## config.mk

```make
export PLATFORM = sky130hd
export DESIGN_NAME = drain_interval_timer_core_flat
export DESIGN_NICKNAME = d
export VERILOG_FILES = /design/src/rtl/dit_pkg.sv /design/src/rtl/dit_in_if.sv /design/src/rtl/dit_out_if.sv /design/src/rtl/dit_step.sv /design/src/rtl/drain_interval_timer_core.sv /design/src/flat_wrapper.sv
export SDC_FILE = /design/constraint.sdc
export NUM_CORES = 1
export LEC_CHECK = 0
export BUFFER_PORTS_ARGS = -buffer_cell sky130_fd_sc_hd__buf_2
export CORE_MARGIN = 1
export CORE_UTILIZATION = 40
export CTS_CLUSTER_SIZE = 8
export DETAILED_ROUTE_END_ITERATION = 16
export HOLD_SLACK_MARGIN = 0.02
export PLACE_DENSITY_LB_ADDON = 0.08
export SLEW_MARGIN = 10
export SYNTH_ARGS = -nofsm -noshare
export SYNTH_HDL_FRONTEND = slang
export SYNTH_SLANG_ARGS = --single-unit
```

## constraint.sdc

```tcl
create_clock -name i_clk -period 15.3 [get_ports i_clk]
set_input_delay 1.53 -clock i_clk [delete_from_list [all_inputs] [get_ports i_clk]]
set_output_delay 1.53 -clock i_clk [all_outputs]
set_load 0.005 [all_outputs]
```

## src/rtl/dit_pkg.sv

```systemverilog
`default_nettype none
// ----------------------------------------------------------------------------
// dit_pkg
// shared types, register codes and reset values of the drain interval timer
// ----------------------------------------------------------------------------
package dit_pkg;

    localparam int CFG_W      = 20;
    localparam int DAYS_W     = 8;
    localparam int CFG_IDX_W  = 3;
    localparam int COUNT_BITS_DEF = 21;

    localparam logic [CFG_W-1:0]  RST_INTERVAL  = CFG_W'(86400);
    localparam logic [CFG_W-1:0]  RST_EXTEND    = CFG_W'(3600);
    localparam logic [CFG_W-1:0]  RST_REUSE     = CFG_W'(7200);
    localparam logic [DAYS_W-1:0] RST_IDLE_DAYS = DAYS_W'(7);
    localparam logic              RST_DRAIN_EN  = 1'b1;

    typedef enum logic [CFG_IDX_W-1:0] {
        REG_INTERVAL  = 3'd0,
        REG_EXTEND    = 3'd1,
        REG_REUSE     = 3'd2,
        REG_IDLE_DAYS = 3'd3,
        REG_DRAIN_EN  = 3'd4
    } t_cfg_idx;

    typedef struct packed {
        logic [CFG_W-1:0]  interval_seconds;
        logic [CFG_W-1:0]  extend_window;
        logic [CFG_W-1:0]  reuse_window;
        logic [DAYS_W-1:0] idle_days;
        logic              drain_enable;
    } t_cfg;

    typedef struct packed {
        logic              start_drain;
        logic              interval_expired;
        logic [DAYS_W-1:0] days_left;
    } t_result;

endpackage : dit_pkg
`default_nettype wire

```

## src/rtl/dit_in_if.sv

```systemverilog
`default_nettype none
// ----------------------------------------------------------------------------
// dit_in_if
// tick channel: valid/ready handshake with the activity and condition flags
// ----------------------------------------------------------------------------
interface dit_in_if;
    logic valid;
    logic ready;
    logic user_active;
    logic conditions_ok;

    modport source (output valid, output user_active, output conditions_ok, input ready);
    modport sink   (input valid, input user_active, input conditions_ok, output ready);
endinterface : dit_in_if
`default_nettype wire

```

## src/rtl/dit_out_if.sv

```systemverilog
`default_nettype none
// ----------------------------------------------------------------------------
// dit_out_if
// result channel: valid/ready handshake with drain start, expiry and day count
// ----------------------------------------------------------------------------
interface dit_out_if;
    logic       valid;
    logic       ready;
    logic       start_drain;
    logic       interval_expired;
    logic [7:0] days_left;

    modport source (output valid, output start_drain, output interval_expired,
                    output days_left, input ready);
    modport sink   (input valid, input start_drain, input interval_expired,
                    input days_left, output ready);
endinterface : dit_out_if
`default_nettype wire

```

## src/rtl/dit_step.sv

```systemverilog
`default_nettype none
// ----------------------------------------------------------------------------
// dit_step
// next state and result of the interval counters for one tick
// ----------------------------------------------------------------------------
module dit_step
    import dit_pkg::*;
#(
    parameter int COUNT_BITS = COUNT_BITS_DEF
) (
    input  wire t_cfg                   i_cfg,
    input  wire logic                   i_user_active,
    input  wire logic                   i_conditions_ok,
    input  wire logic [COUNT_BITS-1:0]  i_target,
    input  wire logic [COUNT_BITS-1:0]  i_elapsed,
    input  wire logic [DAYS_W-1:0]      i_days,
    output logic      [COUNT_BITS-1:0]  o_target,
    output logic      [COUNT_BITS-1:0]  o_elapsed,
    output logic      [DAYS_W-1:0]      o_days,
    output t_result                     o_result
);

    localparam int EXT_W = ((COUNT_BITS > CFG_W + 1) ? COUNT_BITS : CFG_W + 1) + 1;
    localparam logic [EXT_W-1:0] CNT_MAX =
        {{(EXT_W-COUNT_BITS){1'b0}}, {COUNT_BITS{1'b1}}};

    function automatic logic [COUNT_BITS-1:0] sat_count(input logic [EXT_W-1:0] v);
        logic [COUNT_BITS-1:0] r;
        if (v > CNT_MAX) begin
            r = {COUNT_BITS{1'b1}};
        end else begin
            r = v[COUNT_BITS-1:0];
        end
        return r;
    endfunction

    logic [EXT_W-1:0]      w_tgt_x;
    logic [EXT_W-1:0]      w_remain_x;
    logic [EXT_W-1:0]      w_ext_x;
    logic [EXT_W-1:0]      w_limit_x;
    logic                  w_have;
    logic                  w_reuse_hit;
    logic                  w_ext_hit;
    logic [DAYS_W-1:0]     w_days1;
    logic [COUNT_BITS-1:0] w_tgt1;
    logic                  w_expired;

    always_comb begin
        w_tgt_x    = EXT_W'(i_target);
        w_ext_x    = EXT_W'(i_cfg.extend_window);
        w_limit_x  = EXT_W'(i_cfg.interval_seconds) + w_ext_x;
        w_have     = (i_target >= i_elapsed);
        w_remain_x = EXT_W'(i_target - i_elapsed);

        // activity near the end of the interval keeps the unit in use
        w_reuse_hit = w_have && i_user_active &&
                      (w_remain_x <= EXT_W'(i_cfg.reuse_window));
        w_days1 = w_reuse_hit ? i_cfg.idle_days : i_days;

        // one extension at most: only while the target is below interval plus extension
        w_ext_hit = w_have && i_user_active && (w_remain_x <= w_ext_x) &&
                    (w_tgt_x < w_limit_x);
        w_tgt1 = w_ext_hit ? sat_count(w_tgt_x + w_ext_x) : i_target;

        w_expired = !(w_tgt1 > i_elapsed);
        if (!w_expired) begin
            o_target  = w_tgt1;
            o_elapsed = i_elapsed + COUNT_BITS'(1);
            o_days    = w_days1;
        end else begin
            o_target = sat_count(EXT_W'(i_cfg.interval_seconds));
            if (w_days1 != '0) begin
                o_elapsed = '0;
                o_days    = w_days1 - DAYS_W'(1);
            end else begin
                // unused too long: next interval starts early
                o_elapsed = sat_count(w_ext_x);
                o_days    = i_cfg.idle_days;
            end
        end

        o_result.start_drain      = w_expired && i_cfg.drain_enable &&
                                    i_conditions_ok && !i_user_active;
        o_result.interval_expired = w_expired;
        o_result.days_left        = o_days;
    end

endmodule : dit_step
`default_nettype wire

```

## src/rtl/drain_interval_timer_core.sv

```systemverilog
`default_nettype none
// ----------------------------------------------------------------------------
// drain_interval_timer_core
// periodic half-drain interval timer driven by one-second tick items
// ----------------------------------------------------------------------------
// an accepted tick loads the input register; counter update and result
//   register load when the input stage advances, held while a result stalls
// throughput: one tick per cycle while results are taken; a tick is taken while a result waits
// reset: synchronous active-low; config registers go to their defaults, target
//   loads the default interval, elapsed count clears, day count loads idle days
module drain_interval_timer_core
    import dit_pkg::*;
#(
    parameter int COUNT_BITS = COUNT_BITS_DEF
) (
    input  wire logic                 i_clk,
    input  wire logic                 i_rst_n,
    dit_in_if.sink                    i_item,
    dit_out_if.source                 o_result,
    input  wire logic                 i_cfg_we,
    input  wire logic [CFG_IDX_W-1:0] i_cfg_idx,
    input  wire logic [CFG_W-1:0]     i_cfg_data
);

    localparam int EXT_W = ((COUNT_BITS > CFG_W) ? COUNT_BITS : CFG_W) + 1;
    localparam logic [EXT_W-1:0] CNT_MAX =
        {{(EXT_W-COUNT_BITS){1'b0}}, {COUNT_BITS{1'b1}}};

    // interval loaded into the target saturates at the counter range
    function automatic logic [COUNT_BITS-1:0] sat_interval(input logic [CFG_W-1:0] v);
        logic [EXT_W-1:0]      vx;
        logic [COUNT_BITS-1:0] r;
        vx = EXT_W'(v);
        if (vx > CNT_MAX) begin
            r = {COUNT_BITS{1'b1}};
        end else begin
            r = vx[COUNT_BITS-1:0];
        end
        return r;
    endfunction

    // configuration registers
    t_cfg                  r_cfg;

    // interval state
    logic [COUNT_BITS-1:0] r_target;
    logic [COUNT_BITS-1:0] r_elapsed;
    logic [DAYS_W-1:0]     r_days;

    // input stage
    logic                  r_in_valid;
    logic                  r_in_active;
    logic                  r_in_ok;

    // result stage
    logic                  r_out_valid;
    t_result               r_out;

    // step outputs
    logic [COUNT_BITS-1:0] n_target;
    logic [COUNT_BITS-1:0] n_elapsed;
    logic [DAYS_W-1:0]     n_days;
    t_result               n_out;

    logic                  w_in_take;
    logic                  w_adv;

    // the input stage moves on whenever the result slot is free or draining
    assign w_adv     = r_in_valid && (!r_out_valid || o_result.ready);
    assign w_in_take = i_item.valid && i_item.ready;

    assign i_item.ready = !r_in_valid || w_adv;

    assign o_result.valid            = r_out_valid;
    assign o_result.start_drain      = r_out.start_drain;
    assign o_result.interval_expired = r_out.interval_expired;
    assign o_result.days_left        = r_out.days_left;

    dit_step #(
        .COUNT_BITS (COUNT_BITS)
    ) u_step (
        .i_cfg           (r_cfg),
        .i_user_active   (r_in_active),
        .i_conditions_ok (r_in_ok),
        .i_target        (r_target),
        .i_elapsed       (r_elapsed),
        .i_days          (r_days),
        .o_target        (n_target),
        .o_elapsed       (n_elapsed),
        .o_days          (n_days),
        .o_result        (n_out)
    );

    // configuration writes; an interval write also restarts the interval
    always_ff @(posedge i_clk) begin
        if (!i_rst_n) begin
            r_cfg.interval_seconds <= RST_INTERVAL;
            r_cfg.extend_window    <= RST_EXTEND;
            r_cfg.reuse_window     <= RST_REUSE;
            r_cfg.idle_days        <= RST_IDLE_DAYS;
            r_cfg.drain_enable     <= RST_DRAIN_EN;
        end else if (i_cfg_we) begin
            case (i_cfg_idx)
                REG_INTERVAL:  r_cfg.interval_seconds <= i_cfg_data;
                REG_EXTEND:    r_cfg.extend_window    <= i_cfg_data;
                REG_REUSE:     r_cfg.reuse_window     <= i_cfg_data;
                REG_IDLE_DAYS: r_cfg.idle_days        <= i_cfg_data[DAYS_W-1:0];
                REG_DRAIN_EN:  r_cfg.drain_enable     <= i_cfg_data[0];
                default: begin
                end
            endcase
        end
    end

    // interval counters: config restart, else one update per tick item
    always_ff @(posedge i_clk) begin
        if (!i_rst_n) begin
            r_target  <= sat_interval(RST_INTERVAL);
            r_elapsed <= '0;
            r_days    <= RST_IDLE_DAYS;
        end else if (i_cfg_we && (i_cfg_idx == REG_INTERVAL)) begin
            r_target  <= sat_interval(i_cfg_data);
            r_elapsed <= '0;
        end else if (w_adv) begin
            r_target  <= n_target;
            r_elapsed <= n_elapsed;
            r_days    <= n_days;
        end
    end

    // input stage valid
    always_ff @(posedge i_clk) begin
        if (!i_rst_n) begin
            r_in_valid <= 1'b0;
        end else if (w_in_take) begin
            r_in_valid <= 1'b1;
        end else if (w_adv) begin
            r_in_valid <= 1'b0;
        end
    end

    // input stage payload
    always_ff @(posedge i_clk) begin
        if (w_in_take) begin
            r_in_active <= i_item.user_active;
            r_in_ok     <= i_item.conditions_ok;
        end
    end

    // result stage valid
    always_ff @(posedge i_clk) begin
        if (!i_rst_n) begin
            r_out_valid <= 1'b0;
        end else if (w_adv) begin
            r_out_valid <= 1'b1;
        end else if (o_result.ready) begin
            r_out_valid <= 1'b0;
        end
    end

    // result stage payload
    always_ff @(posedge i_clk) begin
        if (w_adv) begin
            r_out <= n_out;
        end
    end

endmodule : drain_interval_timer_core
`default_nettype wire

```

## src/flat_wrapper.sv

```systemverilog
// flat-port wrapper written by rule: the top's interface ports become plain ports
module drain_interval_timer_core_flat import dit_pkg::*;
#(
    parameter int COUNT_BITS = COUNT_BITS_DEF
)
  (i_clk, i_rst_n, i_cfg_we, i_cfg_idx, i_cfg_data, i_item_valid, i_item_user_active, i_item_conditions_ok, i_item_ready, o_result_valid, o_result_start_drain, o_result_interval_expired, o_result_days_left, o_result_ready);
  dit_in_if i_item_i ();
  dit_out_if o_result_i ();
  input  wire logic i_clk;
  input  wire logic i_rst_n;
  input  wire logic i_cfg_we;
  input  wire logic [CFG_IDX_W-1:0] i_cfg_idx;
  input  wire logic [CFG_W-1:0] i_cfg_data;
  input wire logic [$bits(i_item_i.valid)-1:0] i_item_valid;
  input wire logic [$bits(i_item_i.user_active)-1:0] i_item_user_active;
  input wire logic [$bits(i_item_i.conditions_ok)-1:0] i_item_conditions_ok;
  output wire logic [$bits(i_item_i.ready)-1:0] i_item_ready;
  output wire logic [$bits(o_result_i.valid)-1:0] o_result_valid;
  output wire logic [$bits(o_result_i.start_drain)-1:0] o_result_start_drain;
  output wire logic [$bits(o_result_i.interval_expired)-1:0] o_result_interval_expired;
  output wire logic [$bits(o_result_i.days_left)-1:0] o_result_days_left;
  input wire logic [$bits(o_result_i.ready)-1:0] o_result_ready;
  assign i_item_i.valid = i_item_valid;
  assign i_item_i.user_active = i_item_user_active;
  assign i_item_i.conditions_ok = i_item_conditions_ok;
  assign i_item_ready = i_item_i.ready;
  assign o_result_valid = o_result_i.valid;
  assign o_result_start_drain = o_result_i.start_drain;
  assign o_result_interval_expired = o_result_i.interval_expired;
  assign o_result_days_left = o_result_i.days_left;
  assign o_result_i.ready = o_result_ready;
  drain_interval_timer_core #(.COUNT_BITS(COUNT_BITS)) u_core (.i_clk(i_clk), .i_rst_n(i_rst_n), .i_item(i_item_i), .o_result(o_result_i), .i_cfg_we(i_cfg_we), .i_cfg_idx(i_cfg_idx), .i_cfg_data(i_cfg_data));
endmodule
```

==> results of run 1 <==
[stage by stage]
step | util | cells | setup slack (ns) | hold WS [ns] | instance area, um2
2_1_floorplan | - | 1437 | 8.30 | 0.443 | 11200
3_3_place_gp | 0.429 | 1802 | 7.24 | 0.452 | 11700
3_5_place_dp | 0.429 | 1802 | 7.04 | 0.459 | 11700
4_1_cts | 0.452 | 1834 | 7.00 | 0.469 | 12300
5_1_grt | 0.452 | 1834 | 6.43 | 0.484 | 12300
6_report | 0.452 | 1834 | 6.88 | 0.464 | 12300
[metal layers]
metal | up-vias | GRT usage | share of wire
met4 | 0 | 0.0776 | 0.023
li1 | 5243 | - | -
met5 | - | 0 | 0
met2 | 280 | 0.395 | 0.42
met3 | 39 | 0.0395 | 0.052
met1 | 5067 | 0.386 | 0.50
[synthesized netlist by cell type (all sizes together), types with 4 or more instances]
library cell | n | area [um2]
a211o | 4 | 35.0
ha | 145 | 1810
o21a | 22 | 165
nand2b | 13 | 81.3
a21boi | 54 | 405
a311oi | 4 | 35.0
a2111oi | 9 | 92.6
o31ai | 4 | 30.0
nand2 | 223 | 840
edfxtp | 12 | 360
a31o | 7 | 61.3
o21bai | 7 | 52.6
dfxtp | 121 | 2420
inv | 82 | 308
o21ai | 84 | 428
o221ai | 7 | 67.6
nor3 | 36 | 196
or3 | 8 | 50.1
a31oi | 22 | 138
and2 | 8 | 50.1
nand4 | 16 | 100
a21oi | 111 | 567
a211oi | 14 | 110
nor2 | 86 | 323
o311ai | 6 | 52.6
nand3 | 44 | 220
a21o | 34 | 255
a221oi | 10 | 93.8
mux2 | 8 | 90.1
xor2 | 20 | 175
o211ai | 14 | 105
mux2i | 14 | 156
nor3b | 4 | 30.0
or2 | 11 | 68.8
o22ai | 8 | 50.1
buf | 18 | 104
clkbuf | 41 | 154
and3 | 16 | 100
nor4 | 10 | 62.6
nor2b | 16 | 100
xnor2 | 25 | 219
[cell usage in the layout (no fill, tap or decap), drive strengths merged, types with 25 or more instances in the layout]
master,count
nand2,223
xnor2,25
nand3,44
a21oi,111
nor3,36
dfxtp,121
a21o,34
a21boi,54
buf,52
o21ai,84
nor2,86
inv,86
ha,145
[how the worst min path moves through the flow]
stage / from / end / slack [ns] / cells past startpoint
floorplan: u_core.r_cfg[10] / u_core.r_cfg[10] / 0.44 / 2
global placement: u_core.r_cfg[23] / u_core.r_cfg[23] / 0.45 / 2
detailed placement: u_core.r_cfg[22] / u_core.r_cfg[22] / 0.46 / 2
CTS: u_core.r_cfg[16] / u_core.r_cfg[16] / 0.47 / 2
global route: u_core.r_cfg[23] / u_core.r_cfg[23] / 0.48 / 2
finish: u_core.r_cfg[26] / u_core.r_cfg[26] / 0.46 / 2
[power groups by stage]
stage / Clock, mW / Combinational, mW / Sequential [mW]
3_3_place_gp: 0 / 1.74 / 0.478
6_report: 0.454 / 1.78 / 0.474
5_1_grt: 0.475 / 1.97 / 0.478
2_1_floorplan: 0 / 1.33 / 0.451
4_1_cts: 0.462 / 1.77 / 0.470
3_5_place_dp: 0 / 1.76 / 0.477
[flip-flops by register name, indices dropped and copies added, names as in the netlist]
| register | cells |
|---|---|
| u_core.o_result.days_left | 8 |
| u_core.o_result.interval_expired | 1 |
| u_core.o_result.start_drain | 1 |
| u_core.o_result.valid | 1 |
| u_core.r_cfg | 69 |
| u_core.r_days | 8 |
| u_core.r_elapsed | 21 |
| u_core.r_in_active | 1 |
| u_core.r_in_ok | 1 |
| u_core.r_in_valid | 1 |
| u_core.r_target | 21 |
[area by class of cell]
cell class | instances | share of cell area
timing repair buffer | 52 | 0.0234
clock inverter | 11 | 0.0110
sequential | 133 | 0.226
inverter | 82 | 0.0250
multi-input combinational | 1163 | 0.636
tap | 372 | 0.0379
clock buffer | 21 | 0.0401
[logic make-up (layout without fill, tap and decap cells)]
family / after synthesis / in the layout / synth area share
compound gates: 450 / 450 / 0.271
xor+xnor: 45 / 45 / 0.0353
fa+ha+maj: 148 / 148 / 0.168
buf+inv: 141 / 166 / 0.0506
flops: 133 / 133 / 0.249
mux: 22 / 22 / 0.0221
simple gates: 498 / 498 / 0.204
[critical path: cells and delay by family (launching register included)]
family / cells / cell delay, ns
xor gates and xnor gates: 1 / 0.12
buffers and inverters: 3 / 1.01
muxes: 1 / 0.39
DFF: 1 / 0.48
adders and majority gates: 3 / 0.77
and+or+nand+nor: 7 / 1.95
AOI/OAI and AO/OA: 15 / 3.57
==> impl_metrics.toml, run 1 <==
[outcome]
status = "complete, no violations"

[die]
initial_core_util = 0.411
die_height_um = 169
std_cell_rows = 60
die_w_um = 169
pin_count = 42
die_area_mm2 = 0.0286
core-area_mm2 = 0.0272

[finish]
antennaDiodeCount = 0
drive_gt1_frac = 0.0862
area_delta_synth_final_pct = 10.1
multiInputGateArea_mm2 = 0.00782
regArea_mm2 = 0.00278
n_fill_cell = 2816
nets = 1627

[global_routing]
grt_pass1_wl_mm = 56.9
grt_max_degree = 60
grt_pass1_vias = 9773
antenna_found_initial = 0
grt.overflow.total = 0
track_usage = 0.264

[critical_path]
startpoint = "u_core.r_cfg[30]"
worstSetupPathType = "flop to flop"
r2r_cells = 30
cp_max_fo = 38
worstPathRequired_ns = 15.62
end_kind = "flop"
crit_end = "u_core.r_target[19]"
critical_path.slowest_cell = "a2111oi_0"
cp.arrival_ns = 8.74
reg2reg_to = "u_core.r_target[19]"
ff2ff_setup_slack_ns = 6.88
slowest_delay_ns = 0.55
r2r-start = "u_core.r_cfg[30]"
start_kind = "flop"

[pwr]
switchingPower_mw = 1.34
pwr-share-clk = 0.167
ir_drop_mv = 0.122
combPwrFrac = 0.658
power.internal_mw = 1.37
finalPower_mw = 2.71
sw_frac_of_total = 0.494
seqPwrFrac = 0.175
pwr_density_cell_mw_per_mm2 = 221
leakagePower_nw = 4.93

[place]
dp_hpwl_mm = 28.6
port_buffers = 41
gp_congestion = 0.911

[clock_tree]
cts_sinks = 133
cts-htree-levels = 4
tritoncts = "yes"
cts-root-buf = "clkbuf_16"
path_clk_slew_ns = 0.07
clk_latency_ns = 0.44
cts_setup_buffers = 0
cts_resized = 0
cts_hold_buffers = 0
cts_made_buffers = 17
cts_buffer_depth = 2

[timing]
max_freq_mhz = 119
skew_ns = 0.0166
rsz0062_at_grt = "false"
relSlewSlack = 0.293
slew_violations = 0
min_period_ns = 8.42
setup_violations = 0
finalSetupTns_ns = 0
post-route-period-util = 0.550
tightest_slew_ns = 1.04
finalHoldViolCount = 0

[synth]
ys_warn_count = 0
synth_area_mm2 = 0.0112
ys_async_sr_fraction = 0
ys_ff_latch = 133
synthFlopType = "dfxtp_1"
syn_inst = 1437
ys_types = 82
syn_area_per_cell_um2 = 7.77
synth_seq_area_share = 0.249
synth_edf_count = 12
synth_nets = 1615

[routing]
via_count = 10600
detail_route.drc_violations = 0
ant_nets = 0
wl_mm = 37.6
dr.pass1.iters = 6
wl_per_cell_um = 20.5
viasPerCell = 5.80
drt_iter0_drc = 891

[flow_run]
cap_violations = 0

[min_path]
hp-class = "flop to flop"
Note: power is estimated with default switching activity, not from simulation.
==> inputs of run 2 (changes only) <==
==> constraint.sdc (replaced) <==
create_clock -name i_clk -period 8.7 [get_ports i_clk]
set_input_delay 0.87 -clock i_clk [delete_from_list [all_inputs] [get_ports i_clk]]
set_output_delay 0.87 -clock i_clk [all_outputs]
set_load 0.005 [all_outputs]
==> run 2 against run 1 <==
  * Worst setup slack lost 6.3 ns
  * Total power grew 80%
  * First-iteration DRC count grew 0.45%
  * Routed wire length grew 1.4%
  * Critical path depth down 2
  * Sequential cell count stayed put
  * Via count rose by 0.12%
  * Register-to-register slack worse by 6.3 ns
  * Largest cell class unchanged
  * Highest routed layer unchanged
==> impl_metrics.toml, run 2 (synthesis gave the netlist of run 1 again) <==
[critical_path]
worstSetupPathType = "flop to flop"
start_kind = "flop"
worstPathRequired_ns = 9.03
ff2ff_setup_slack_ns = 0.54
cp.arrival_ns = 8.48
end_kind = "flop"
slowest_delay_ns = 0.55
cp_max_fo = 45
critical_path.slowest_cell = "a2111oi_0"

[clock_tree]
tritoncts = "yes"
cts_sinks = 133
cts_buffer_depth = 2
cts-root-buf = "clkbuf_16"
path_clk_slew_ns = 0.07
cts_made_buffers = 17
cts_setup_buffers = 0
clk_latency_ns = 0.44
cts-htree-levels = 4

[finish]
n_fill_cell = 2790
area_delta_synth_final_pct = 11.3
final_common_cell = "nand2_1"
nets = 1644
drive_gt1_frac = 0.0987
antennaDiodeCount = 0
reg_top3 = "u_core.r_cfg x69, u_core.r_elapsed x21, u_core.r_target x21"
layout_common_cells = "nand2_1, ha_1, dfxtp_1, a21oi_1, nor2_1"
largest_reg_flops = 69
utilization = 0.457
largest-register = "u_core.r_cfg"

[global_routing]
grt_max_degree = 70
antenna_found_initial = 0
grt.overflow.total = 0
grt_pass1_wl_mm = 58.9
grt_pass1_vias = 10100
track_usage = 0.272

[routing]
dr.pass1.iters = 5
wl_mm = 38.1
viasPerCell = 5.75
detail_route.drc_violations = 0
wl_per_cell_um = 20.6
via_count = 10600
drt_iter0_drc = 895
ant_nets = 0

[place]
gp_congestion = 0.934
port_buffers = 41
dp_hpwl_mm = 29.0
pre_cts_slack_ns = 0.500

[timing]
rsz0062_at_grt = "false"
finalSetupTns_ns = 0
max_freq_mhz = 123
tightest_slew_ns = 0.967
min_period_ns = 8.16
finalWorstSetupSlack_ns = 0.544
post-route-period-util = 0.937
holdWs_ns = 0.467
finalHoldViolCount = 0
setup_violations = 0
slew_violations = 0
relSlewSlack = 0.339
skew_ns = 0.0187

[flow_run]
cap_violations = 0

[pwr]
ir_drop_mv = 0.323
pwr_density_cell_mw_per_mm2 = 392
leakagePower_nw = 5.02
finalPower_mw = 4.88

[die]
die_w_um = 169
initial_core_util = 0.411
core-area_mm2 = 0.0272
die_height_um = 169
pin_count = 42
die_area_mm2 = 0.0286
std_cell_rows = 60

[min_path]
hp-class = "flop to flop"

[outcome]
status = "complete, no violations"
run 2: cell types whose count changed in the layout (fill, tap and decap cells not counted), sizes merged:
cell	change
clkinv	+3
buf	+17
inv	-2
bufinv	+2
clkbuf	-3
run 2: stage by stage:
stage | cell area (um2) | cells
final | 12400 | 1851
after global routing | 12400 | 1851
after CTS | 12400 | 1851
after detailed placement | 11800 | 1819
after global placement | 11800 | 1819
after floorplan | 11200 | 1437
run 2: final timing paths:
kind	startpoint	depth (start not counted)	to
max	u_core.r_cfg[30]	28	u_core.r_target[18]
min reg2reg	u_core.r_cfg[25]	2	u_core.r_cfg[25]
min	u_core.r_cfg[25]	2	u_core.r_cfg[25]
max reg2reg	u_core.r_cfg[30]	28	u_core.r_target[18]
run 2: layout make-up:
class | count | area, um2 | area share
clock buffers | 18 | 429 | 0.0345
inverters | 82 | 312 | 0.0251
repair buffers | 69 | 415 | 0.0334
well taps | 372 | 465 | 0.0374
multi-input cells | 1163 | 7830 | 0.630
flip-flops and latches | 133 | 2780 | 0.224
clock inverters | 14 | 199 | 0.0160
run 2: repair_timing:
action                     CTS  global route
gates resized for setup      0             3
hold buffers                 0             0
setup endpoints to repair    0            26
run 2: worst max-delay path, delay by kind of cell (launching register included):
family	cells	cell delay (ns)
AO/OA/AOI/OAI	16	3.85
XOR/XNOR	1	0.12
adder cells (fa/ha/maj)	3	0.77
buffers and inverters	2	0.88
flip-flops	1	0.48
multiplexers	1	0.39
AND/OR/NAND/NOR	5	1.54
run 2: layer usage:
metal  vias to the layer above  routed length (um)  global-route usage
met5                         -                   0                   0
met4                         0                 901              0.0795
met3                        44                2640              0.0426
met2                       308               16300               0.422
met1                      5000               18200               0.386
li1                       5290                   -                   -
run 2: power by group:
group / internal (mW) / switching, mW / total [mW]
combinational: 1.28 / 1.97 / 3.25
clock: 0.484 / 0.327 / 0.811
sequential: 0.718 / 0.0924 / 0.811
total: 2.49 / 2.39 / 4.88
==> inputs of run 3 (changes only) <==
==> constraint.sdc (replaced) <==
create_clock -name i_clk -period 8.75 [get_ports i_clk]
set_input_delay 0.4375 -clock i_clk [delete_from_list [all_inputs] [get_ports i_clk]]
set_output_delay 0.4375 -clock i_clk [all_outputs]
set_load 0.005 [all_outputs]
==> run 3 against run 2 <==
  * Combinational power is 2% lower
  * Clock skew is 0.0038 ns lower
  * Global-route usage is 0.69 points lower
  * Total power is 1.6% lower
  * Cell count is 0.27% lower
  * Register-to-register slack better by 0.09 ns
  * Non-clock buffer count is 5 lower
  * Via count hardly changed
==> impl_metrics.toml, run 3 (synthesis gave the netlist of run 1 again) <==
[critical_path]
cp_max_fo = 45
slowest_delay_ns = 0.67
end_kind = "flop"
cp.arrival_ns = 8.48
critical_path.slowest_cell = "nor2_1"
worstSetupPathType = "flop to flop"
crit_path_frequent_cell = "ha_1"
worstPathRequired_ns = 9.11
start_kind = "flop"

[global_routing]
grt_pass1_wl_mm = 57.6
grt_max_degree = 55
grt_pass1_vias = 9924
track_usage = 0.265
antenna_found_initial = 0
grt.overflow.total = 0

[finish]
n_fill_cell = 2811
reg_top3 = "u_core.r_cfg x69, u_core.r_elapsed x21, u_core.r_target x21"
drive_gt1_frac = 0.0936
final_common_cell = "nand2_1"
layout_common_cells = "nand2_1, ha_1, dfxtp_1, a21oi_1, nor2_1"
antennaDiodeCount = 0
largest_reg_flops = 69
regArea_mm2 = 0.00278
largest-register = "u_core.r_cfg"
nets = 1639
area_delta_synth_final_pct = 11.0
multiInputGateArea_mm2 = 0.00782

[routing]
ant_nets = 0
via_count = 10600
wl_mm = 37.3
detail_route.drc_violations = 0
wl_per_cell_um = 20.2
drt_iter0_drc = 785
dr.pass1.iters = 5
viasPerCell = 5.77

[place]
dp_hpwl_mm = 28.7
gp_congestion = 0.919
port_buffers = 41

[min_path]
hp-class = "input pin to flop"

[die]
initial_core_util = 0.411
die_height_um = 169
die_w_um = 169
die_area_mm2 = 0.0286
core-area_mm2 = 0.0272
std_cell_rows = 60
pin_count = 42

[pwr]
ir_drop_mv = 0.416
leakagePower_nw = 5.01
pwr_density_cell_mw_per_mm2 = 387

[outcome]
status = "complete, no violations"

[timing]
holdWs_ns = 0.185
post-route-period-util = 0.928
rsz0062_at_grt = "false"
finalHoldViolCount = 0
finalSetupTns_ns = 0
max_freq_mhz = 123
slew_violations = 0
min_period_ns = 8.12
setup_violations = 0
relSlewSlack = 0.312
skew_ns = 0.0149
tightest_slew_ns = 1.03

[clock_tree]
cts_setup_buffers = 0
cts_buffer_depth = 2
cts-htree-levels = 4
cts_resized = 0
tritoncts = "yes"
clk_latency_ns = 0.43
cts_made_buffers = 17
path_clk_slew_ns = 0.07
cts_sinks = 133
cts-root-buf = "clkbuf_16"
cts_hold_buffers = 0

[flow_run]
cap_violations = 0
## run 3: cell types whose count changed in the layout (fill, tap and decap cells not counted), sizes merged
cell	previous run	this run
buf	69	64
clkinvlp	2	1
inv	84	85
## run 3: worst paths after layout
path / from / end / slack [ns] / cells past startpoint
max reg2reg: u_core.r_cfg[30] / u_core.r_target[14] / 0.63 / 28
min: i_item_user_active / u_core.r_in_active / 0.19 / 1
min reg2reg: u_core.r_cfg[17] / u_core.r_cfg[17] / 0.46 / 2
max: u_core.r_cfg[30] / u_core.r_target[14] / 0.63 / 28
## run 3: worst max-delay path: cells and delay by family (launching register included)
family	cells	cell delay [ns]
muxes	1	0.39
buffers and inverters	2	0.70
and+or+nand+nor	7	2.41
DFF	1	0.48
adders and majority gates	3	0.83
AOI/OAI and AO/OA	14	3.05
xor gates and xnor gates	1	0.16
## run 3: where the power goes
group          leakage [nW]  internal (mW)  total, mW  switching, mW
clock network         0.307          0.482      0.804          0.322
registers              1.10          0.714      0.808         0.0935
logic                  3.60           1.26       3.18           1.92
total                  5.01           2.46       4.80           2.34
## run 3: routing by layer
metal / global-route usage / share of wire
met1: 0.399 / 0.51
met2: 0.401 / 0.43
met3: 0.0278 / 0.051
met4: 0.0638 / 0.014
met5: 0 / 0
## run 3: cell type report
cell class	instances	area share
flip-flops and latches	133	0.224
multi-input cells	1163	0.631
clock inverters	14	0.0162
clock buffers	18	0.0346
inverters	82	0.0248
well taps	372	0.0375
repair buffers	64	0.0315
## run 3: per-stage QoR
| step | instances | utilization | cell area (um2) | total power [mW] | setup slack (ns) |
|---|---|---|---|---|---|
| after global placement | 1814 | 0.433 | 11800 | 3.96 | 0.738 |
| after CTS | 1846 | 0.456 | 12400 | 4.79 | 0.700 |
| after global routing | 1846 | 0.456 | 12400 | 5.21 | 0.0272 |
| after floorplan | 1437 | - | 11200 | 3.11 | 1.75 |
| after detailed placement | 1814 | 0.433 | 11800 | 3.97 | 0.743 |
| final | 1846 | 0.456 | 12400 | 4.80 | 0.631 |
